File: config.mk
export PLATFORM = sky130hd
export DESIGN_NAME = lock_ownership_controller
export DESIGN_NICKNAME = d
export VERILOG_FILES = /design/src/loc_pkg.sv /design/src/loc_cfg.sv /design/src/loc_core.sv /design/src/lock_ownership_controller.sv
export SDC_FILE = /design/constraint.sdc
export NUM_CORES = 1
export LEC_CHECK = 0
export BUFFER_PORTS_ARGS = -buffer_cell sky130_fd_sc_hd__buf_2
export CORE_UTILIZATION = 55
export DETAILED_ROUTE_END_ITERATION = 6
export PLACE_DENSITY = 0.77
export SLEW_MARGIN = 20
export SYNTH_ARGS = -nofsm -noshare
export SYNTH_HDL_FRONTEND = slang
export SYNTH_SLANG_ARGS = --single-unit
File: constraint.sdc
create_clock -name clk_i -period 10.1 [get_ports clk_i]
set_input_delay 0.505 -clock clk_i [delete_from_list [all_inputs] [get_ports clk_i]]
set_output_delay 0.505 -clock clk_i [all_outputs]
set_load 0.005 [all_outputs]
File: src/loc_pkg.sv
`default_nettype none

package loc_pkg;

  // Reset value of the debounce register.
  localparam logic [15:0] DebounceReset = 16'd200;

  // Configuration port sizing: one 32-bit register at byte address 0.
  localparam int unsigned AddrW = 3;
  localparam int unsigned DataW = 32;

  // Index of the debounce register in the register map.
  localparam logic RegDebounce = 1'b0;

  typedef enum logic [2:0] {
    ActStart   = 3'd0,
    ActClaim   = 3'd1,
    ActRelease = 3'd2,
    ActEdge    = 3'd3,
    ActTick    = 3'd4
  } action_e;

  typedef enum logic [2:0] {
    ModeUnknown     = 3'd0,
    ModeSupport     = 3'd1,
    ModeUnclaimed   = 3'd2,
    ModeClaimPend   = 3'd3,
    ModeClaimed     = 3'd4,
    ModeReleasePend = 3'd5
  } mode_e;

  typedef enum logic [1:0] {
    StOk      = 2'd0,
    StInvalid = 2'd1,
    StStore   = 2'd2
  } status_e;

  typedef enum logic [1:0] {
    StoreNone  = 2'd0,
    StoreOwner = 2'd1,
    StoreNull  = 2'd2
  } store_wr_e;

  // One request item.
  typedef struct packed {
    logic [2:0]  action;
    logic [63:0] uuid_upper;
    logic [63:0] uuid_lower;
    logic        position;
    logic        store_ok;
  } loc_in_t;

  // One result item.
  typedef struct packed {
    logic [1:0]  status;
    logic [2:0]  lock_state;
    logic        alarm;
    logic        open_cmd;
    logic        close_cmd;
    logic [1:0]  store_write;
    logic [63:0] owner_upper;
    logic [63:0] owner_lower;
  } loc_out_t;

endpackage

`default_nettype wire

File: src/loc_cfg.sv
`default_nettype none

module loc_cfg import loc_pkg::*; (
  input  wire logic             clk_i,
  input  wire logic             rst_ni,
  input  wire logic             psel,
  input  wire logic             penable,
  input  wire logic             pwrite,
  input  wire logic [AddrW-1:0] paddr,
  input  wire logic [DataW-1:0] pwdata,
  output logic      [DataW-1:0] prdata,
  output logic                  pready,
  output logic      [15:0]      debounce_o
);

  logic [15:0] debounce_q;
  logic [15:0] debounce_d;
  logic        sel_debounce;
  logic        wr_en;

  // Register index is the word address.
  assign sel_debounce = (paddr[2] == RegDebounce);
  assign wr_en        = psel && penable && pwrite && pready;

  always_comb begin
    debounce_d = debounce_q;
    if (wr_en && sel_debounce) begin
      debounce_d = pwdata[15:0];
    end
  end

  always_ff @(posedge clk_i or negedge rst_ni) begin
    if (!rst_ni) begin
      debounce_q <= DebounceReset;
    end else begin
      debounce_q <= debounce_d;
    end
  end

  // Reads return the register, zero elsewhere.
  assign prdata     = sel_debounce ? {16'd0, debounce_q} : '0;
  assign pready     = 1'b1;
  assign debounce_o = debounce_q;

endmodule

`default_nettype wire

File: src/loc_core.sv
`default_nettype none

module loc_core import loc_pkg::*; (
  input  wire logic        clk_i,
  input  wire logic        rst_ni,
  input  wire logic        step_i,
  input  wire loc_in_t     req_i,
  input  wire logic [15:0] debounce_i,
  output loc_out_t         res_o
);

  mode_e       mode_q, mode_d;
  logic [63:0] owner_hi_q, owner_hi_d;
  logic [63:0] owner_lo_q, owner_lo_d;
  logic        alarm_q, alarm_d;
  logic [31:0] tick_q, tick_d;
  logic [31:0] last_q, last_d;

  status_e     status;
  store_wr_e   store_wr;
  logic        open_cmd;
  logic        close_cmd;
  logic        id_null;
  logic        id_match;
  logic [31:0] elapsed;
  logic        debounced;

  assign id_null   = (req_i.uuid_upper == 64'd0) && (req_i.uuid_lower == 64'd0);
  assign id_match  = (owner_hi_q == req_i.uuid_upper) && (owner_lo_q == req_i.uuid_lower);
  assign elapsed   = tick_q - last_q;
  assign debounced = (elapsed >= {16'd0, debounce_i});

  // Next state and result for the request in the input register.
  always_comb begin
    mode_d     = mode_q;
    owner_hi_d = owner_hi_q;
    owner_lo_d = owner_lo_q;
    alarm_d    = alarm_q;
    tick_d     = tick_q;
    last_d     = last_q;
    status     = StOk;
    store_wr   = StoreNone;
    open_cmd   = 1'b0;
    close_cmd  = 1'b0;
    case (action_e'(req_i.action))
      ActStart: begin
        if (mode_q != ModeUnknown) begin
          status = StInvalid;
        end else begin
          last_d = tick_q;
          if (!req_i.store_ok) begin
            mode_d = ModeSupport;
            status = StStore;
          end else begin
            owner_hi_d = req_i.uuid_upper;
            owner_lo_d = req_i.uuid_lower;
            if (id_null) begin
              mode_d = ModeUnclaimed;
            end else if (req_i.position) begin
              mode_d = ModeClaimed;
            end else begin
              mode_d  = ModeSupport;
              alarm_d = 1'b1;
              status  = StInvalid;
            end
          end
        end
      end
      ActClaim: begin
        if (mode_q == ModeUnclaimed) begin
          mode_d     = ModeClaimPend;
          owner_hi_d = req_i.uuid_upper;
          owner_lo_d = req_i.uuid_lower;
          open_cmd   = req_i.position;
        end else begin
          status = StInvalid;
        end
      end
      ActRelease: begin
        if (mode_q == ModeClaimed && id_match) begin
          mode_d   = ModeReleasePend;
          open_cmd = req_i.position;
        end else begin
          status = StInvalid;
        end
      end
      ActEdge: begin
        last_d = tick_q;
        if (debounced) begin
          if (mode_q == ModeClaimPend) begin
            if (req_i.position) begin
              close_cmd = 1'b1;
              store_wr  = StoreOwner;
              if (req_i.store_ok) begin
                mode_d = ModeClaimed;
              end else begin
                open_cmd = 1'b1;
                status   = StStore;
              end
            end
          end else if (mode_q == ModeClaimed) begin
            alarm_d = !req_i.position;
          end else if (mode_q == ModeReleasePend) begin
            if (!req_i.position) begin
              store_wr = StoreNull;
              if (req_i.store_ok) begin
                owner_hi_d = 64'd0;
                owner_lo_d = 64'd0;
                mode_d     = ModeUnclaimed;
              end else begin
                status = StStore;
              end
            end
          end
        end
      end
      ActTick: begin
        tick_d = tick_q + 32'd1;
      end
      default: begin
      end
    endcase
  end

  // Result fields reflect the state after the step.
  always_comb begin
    res_o.status      = status;
    res_o.lock_state  = mode_d;
    res_o.alarm       = alarm_d;
    res_o.open_cmd    = open_cmd;
    res_o.close_cmd   = close_cmd;
    res_o.store_write = store_wr;
    res_o.owner_upper = owner_hi_d;
    res_o.owner_lower = owner_lo_d;
  end

  // State registers advance once per processed request.
  always_ff @(posedge clk_i or negedge rst_ni) begin
    if (!rst_ni) begin
      mode_q     <= ModeUnknown;
      owner_hi_q <= 64'd0;
      owner_lo_q <= 64'd0;
      alarm_q    <= 1'b0;
      tick_q     <= 32'd0;
      last_q     <= 32'd0;
    end else if (step_i) begin
      mode_q     <= mode_d;
      owner_hi_q <= owner_hi_d;
      owner_lo_q <= owner_lo_d;
      alarm_q    <= alarm_d;
      tick_q     <= tick_d;
      last_q     <= last_d;
    end
  end

endmodule

`default_nettype wire

File: src/lock_ownership_controller.sv
// A request passes through the input register, then the result register.
// Throughput: one request per cycle while out_ready_i keeps the result register draining;
// the state update is a single compare-and-select step.
// Reset (rst_ni low, asynchronous): mode unknown, null owner, alarm and counters clear,
// debounce register 200, both pipeline registers empty.
`default_nettype none

module lock_ownership_controller import loc_pkg::*; (
  input  wire logic             clk_i,
  input  wire logic             rst_ni,
  input  wire logic             in_valid_i,
  output logic                  in_ready_o,
  input  wire loc_in_t          in_req_i,
  output logic                  out_valid_o,
  input  wire logic             out_ready_i,
  output loc_out_t              out_res_o,
  input  wire logic             psel,
  input  wire logic             penable,
  input  wire logic             pwrite,
  input  wire logic [AddrW-1:0] paddr,
  input  wire logic [DataW-1:0] pwdata,
  output logic      [DataW-1:0] prdata,
  output logic                  pready
);

  logic        in_valid_q;
  loc_in_t     in_req_q;
  logic        out_valid_q;
  loc_out_t    out_res_q;
  loc_out_t    core_res;
  logic        advance;
  logic [15:0] debounce;

  loc_cfg u_cfg (
    .clk_i      (clk_i),
    .rst_ni     (rst_ni),
    .psel       (psel),
    .penable    (penable),
    .pwrite     (pwrite),
    .paddr      (paddr),
    .pwdata     (pwdata),
    .prdata     (prdata),
    .pready     (pready),
    .debounce_o (debounce)
  );

  // The buffered request moves on when the result register is free or draining.
  assign advance    = in_valid_q && (!out_valid_q || out_ready_i);
  assign in_ready_o = !in_valid_q || advance;

  loc_core u_core (
    .clk_i      (clk_i),
    .rst_ni     (rst_ni),
    .step_i     (advance),
    .req_i      (in_req_q),
    .debounce_i (debounce),
    .res_o      (core_res)
  );

  // Input register.
  always_ff @(posedge clk_i or negedge rst_ni) begin
    if (!rst_ni) begin
      in_valid_q <= 1'b0;
    end else if (in_ready_o) begin
      in_valid_q <= in_valid_i;
    end
  end

  always_ff @(posedge clk_i) begin
    if (in_ready_o && in_valid_i) begin
      in_req_q <= in_req_i;
    end
  end

  // Result register.
  always_ff @(posedge clk_i or negedge rst_ni) begin
    if (!rst_ni) begin
      out_valid_q <= 1'b0;
    end else if (advance) begin
      out_valid_q <= 1'b1;
    end else if (out_ready_i) begin
      out_valid_q <= 1'b0;
    end
  end

  always_ff @(posedge clk_i) begin
    if (advance) begin
      out_res_q <= core_res;
    end
  end

  assign out_valid_o = out_valid_q;
  assign out_res_o   = out_res_q;

endmodule

`default_nettype wire

==> metrics <==
status finished clean; Sequential Area 13,500 um2; number of flops mapped to enable cells by yosys 270; crit end category register; Slew headroom 24.0%; RSZ-0062 raised after global routing false; DRC violation count after routing 0; start of the worst register-to-register path u_core.tick_q[0]; number of buffers inserted during clock tree synthesis slightly below 50; via density per instance between 6 and 7; routed wire length 61.0 mm; area added between synthesis and finish 13.5%; Worst Path Class, Setup register to register; final clock period utilization by the worst path 64.8%; Critical Path Sink out_res_o[69]; count of pins on the block boundary about 350; Max-Cap Viols 0; initial antenna violation count 5; static leakage 11.0 nW; Die X-Extent around 200 um; total number of nets in the final design 2,239; number of design-rule violations left by the first detailed-router iteration 1,406; global-route wire length before repair 90.4 mm; multi-input combinational cell area 7880 um2; Core Footprint about 40,000 um2; minimum clock period after layout 6.54 ns; Die Area 41,800 um2; largest net degree at the start of global routing just over 100; vias after detailed routing 15,707; proportion of layout cells with a drive suffix above 1 21.0%; mean instance size in the synthesized netlist roughly 13 um2; synthesized instance count 1,729; async set-reset flop share out of synthesis 44.2%; final worst hold slack 0.0859 ns; proportion of netlist area held by the largest area contributor 36.0%; ranking of synthesized cells by area sky130_fd_sc_hd__edfxtp_1 (36%), sky130_fd_sc_hd__dfrtp_1 (23%), sky130_fd_sc_hd__a22o_1 (10%); Yosys reg bits 484; Synth Flop Type sky130_fd_sc_hd__edfxtp_1; Detail Route Antenna Nets 0; Post-Route Utilization 63.8%; yosys synthesis warning count 0; largest fanout on the critical path a little over 60; gr usage total 29.1%; number of sinks driven by the clock tree roughly 480; crit path launch u_core.tick_q[0]; startpoint type of the worst setup path register; vias in the first global route 14,981; slew of the pin with the lowest slew margin 1.13 ns; Clock Skew 0.0240 ns; Post-Synthesis Cell Area between 20,000 and 25,000 um2; total of endpoints with negative setup slack in the final report 0; number of levels the H-tree was split into 2; buffer count from post-CTS setup fixing 0; list of most frequent post-synthesis cells sky130_fd_sc_hd__edfxtp_1 (270), sky130_fd_sc_hd__a22o_1 (258), sky130_fd_sc_hd__dfrtp_1 (211), sky130_fd_sc_hd__xnor2_1 (106), sky130_fd_sc_hd__nand2_1 (98); average wire per cell in the routed design 23.6 um; Chip Height roughly 200 um; number of iterations in the first detailed-routing pass 5; Root Buffer sky130_fd_sc_hd__clkbuf_16; post-synth cell types 75; Post-DP HPWL 42.5 mm; clock latency reported for the late side of the worst-skew pair 0.59 ns; Power per Cell Area 272 nW/um2; remaining global-route overflow 0; Max VDD drop 0.202 mV; Data arrival, critical path 6.96 ns; r2r setup slk ~3.6 ns; worst r2r dst out_res_o[69]; portion of the post-synthesis area used by sequential elements 59.8%; Port Buf Inserts 312; clock tree from TritonCTS done; cell taking the most area after synthesis sky130_fd_sc_hd__edfxtp_1; top-count cell post-synth sky130_fd_sc_hd__edfxtp_1; standard-cell rows 73; post-route setup TNS 0 ns; worst endpoint required time 10.52 ns; placer congestion estimate 0.924; final max-slew violation count 0; timing-limited maximum frequency 0.153 GHz; effective utilization at floorplan 56.2%; hold crit path type input port to register; maximum clock insertion buffer count 3; total power after layout around 7 mW; clock slew seen by the registers of the worst setup and hold paths 0.06 ns; hold violation total from the final report 0; layout filler cell count 3,009; length in cells of the worst reg-to-reg path 21
## cells in the final DEF, fill, tap and decap left out, types with 4 or more instances in the layout
cell type / n
sky130_fd_sc_hd__nor4_1: 54
sky130_fd_sc_hd__buf_2: 311
sky130_fd_sc_hd__ha_1: 48
sky130_fd_sc_hd__a21o_1: 12
sky130_fd_sc_hd__nand3_1: 20
sky130_fd_sc_hd__a2111oi_0: 4
sky130_fd_sc_hd__nor2b_1: 5
sky130_fd_sc_hd__o21bai_1: 5
sky130_fd_sc_hd__o21a_1: 7
sky130_fd_sc_hd__and3_1: 10
sky130_fd_sc_hd__and2_1: 4
sky130_fd_sc_hd__inv_1: 72
sky130_fd_sc_hd__a21oi_1: 49
sky130_fd_sc_hd__conb_1: 17
sky130_fd_sc_hd__o21ai_0: 58
sky130_fd_sc_hd__clkinv_2: 7
sky130_fd_sc_hd__or4_1: 4
sky130_fd_sc_hd__clkbuf_16: 52
sky130_fd_sc_hd__mux2_2: 18
sky130_fd_sc_hd__clkbuf_1: 13
sky130_fd_sc_hd__nand4_1: 55
sky130_fd_sc_hd__o211ai_1: 7
sky130_fd_sc_hd__nand2_1: 98
sky130_fd_sc_hd__mux2i_1: 5
sky130_fd_sc_hd__clkinv_1: 9
sky130_fd_sc_hd__xnor2_1: 106
sky130_fd_sc_hd__a31oi_1: 4
sky130_fd_sc_hd__a211oi_1: 5
sky130_fd_sc_hd__bufinv_16: 4
sky130_fd_sc_hd__xor2_1: 62
sky130_fd_sc_hd__a22o_1: 258
sky130_fd_sc_hd__o21ai_1: 7
sky130_fd_sc_hd__nand2b_1: 11
sky130_fd_sc_hd__o22ai_1: 7
sky130_fd_sc_hd__nor3_1: 17
sky130_fd_sc_hd__buf_4: 11
sky130_fd_sc_hd__dfrtp_1: 211
sky130_fd_sc_hd__edfxtp_1: 270
sky130_fd_sc_hd__nor2_1: 68
## report_power, final
| group | leakage (nW) | total, mW | switching [mW] | internal (mW) |
|---|---|---|---|---|
| clock | 0.779 | 1.83 | 0.762 | 1.06 |
| sequential | 5.49 | 3.12 | 0.439 | 2.68 |
| combinational | 4.74 | 2.01 | 1.05 | 0.962 |
| total | 11.0 | 6.95 | 2.25 | 4.70 |
## per-stage QoR
stage | cells | setup slack [ns] | instance area (um2)
floorplan | 1744 | 3.30 | 22600
global placement | 2488 | 3.62 | 23900
detailed placement | 2488 | 3.45 | 23900
CTS | 2580 | 3.39 | 25600
global route | 2581 | 3.02 | 25600
finish | 2582 | 3.56 | 25600
## sequential cells by signal (all words and copies together) (netlist names)
name,flops
u_cfg.debounce_o,16
out_res_o,137
in_valid_q,1
u_core.last_q,32
u_core.mode_q,3
out_valid_o,1
in_req_q,133
u_core.alarm_q,1
u_core.owner_lo_q,64
u_core.tick_q,32
u_core.owner_hi_q,64
## cell families (layout without fill, tap and decap cells)
kind of cell / after synthesis / after routing / share of synthesized area, %
buffers and inverters: 179 / 490 / 5.63
DFF: 484 / 484 / 59.8
AOI/OAI and AO/OA: 453 / 453 / 15.6
and+or+nand+nor: 370 / 370 / 8.47
muxes: 24 / 24 / 1.18
xor gates and xnor gates: 168 / 168 / 6.53
adders and majority gates: 49 / 49 / 2.76
other: 2 / 19 / 0.0333
## worst min path at each step
stage / from / endpoint / slack (ns) / cells after the start
after detailed placement: u_cfg.debounce_o[1] / u_cfg.debounce_o[1] / 0.50 / 1
after floorplan: rst_ni / in_valid_q / 0.21 / 0
final: in_req_i[60] / in_req_q[60] / 0.09 / 1
after global routing: in_req_i[71] / in_req_q[71] / 0.07 / 1
after CTS: in_req_i[71] / in_req_q[71] / 0.05 / 1
after global placement: in_valid_q / out_valid_o / 0.47 / 1
## critical path: stages (launching register included)
cell and delay, ns:
sky130_fd_sc_hd__dfrtp_1 0.40, sky130_fd_sc_hd__inv_1 0.09, sky130_fd_sc_hd__ha_1 0.23, sky130_fd_sc_hd__fa_1 0.41, sky130_fd_sc_hd__nand2b_1 0.18, sky130_fd_sc_hd__a21oi_1 0.26
sky130_fd_sc_hd__o22ai_1 0.20, sky130_fd_sc_hd__o31ai_1 0.61, sky130_fd_sc_hd__xor2_1 0.17, sky130_fd_sc_hd__ha_1 0.23, sky130_fd_sc_hd__a21oi_1 0.13, sky130_fd_sc_hd__o21ai_0 0.14
sky130_fd_sc_hd__a2111oi_0 0.40, sky130_fd_sc_hd__nand4_1 0.14, sky130_fd_sc_hd__nor3_1 0.14, sky130_fd_sc_hd__nand4_1 0.12, sky130_fd_sc_hd__nor3_2 0.27, sky130_fd_sc_hd__nand4_1 0.15
sky130_fd_sc_hd__nand4bb_4 0.30, sky130_fd_sc_hd__a41oi_4 0.72, sky130_fd_sc_hd__buf_4 0.74, sky130_fd_sc_hd__a22o_1 0.32
## cell type report
type | count | share of cell area [%]
flip-flops and latches | 484 | 52.7
clock buffers | 68 | 5.44
inverters | 73 | 1.07
repair buffers | 326 | 6.59
well taps | 525 | 2.57
diodes | 2 | 0.0196
clock inverters | 23 | 0.846
multi-input cells | 1081 | 30.8
## metal layers
layer / vias up / wire, um / part of all wire, % / GRT usage, %
li1: 7078 / - / - / -
met1: 7785 / 25800 / 42 / 40.3
met2: 739 / 27300 / 45 / 43.2
met3: 99 / 5870 / 9.6 / 8.21
met4: 6 / 2050 / 3.4 / 11.4
met5: - / 37 / 0.061 / 0
## what timing repair did
item / 4_1_cts / 5_1_grt
setup endpoints to repair: 0 / 0
hold buffers: 1 / 0
hold endpoints to repair: 68 / 0
gates resized for setup: 0 / 0
(Power assumes the default switching activity.)
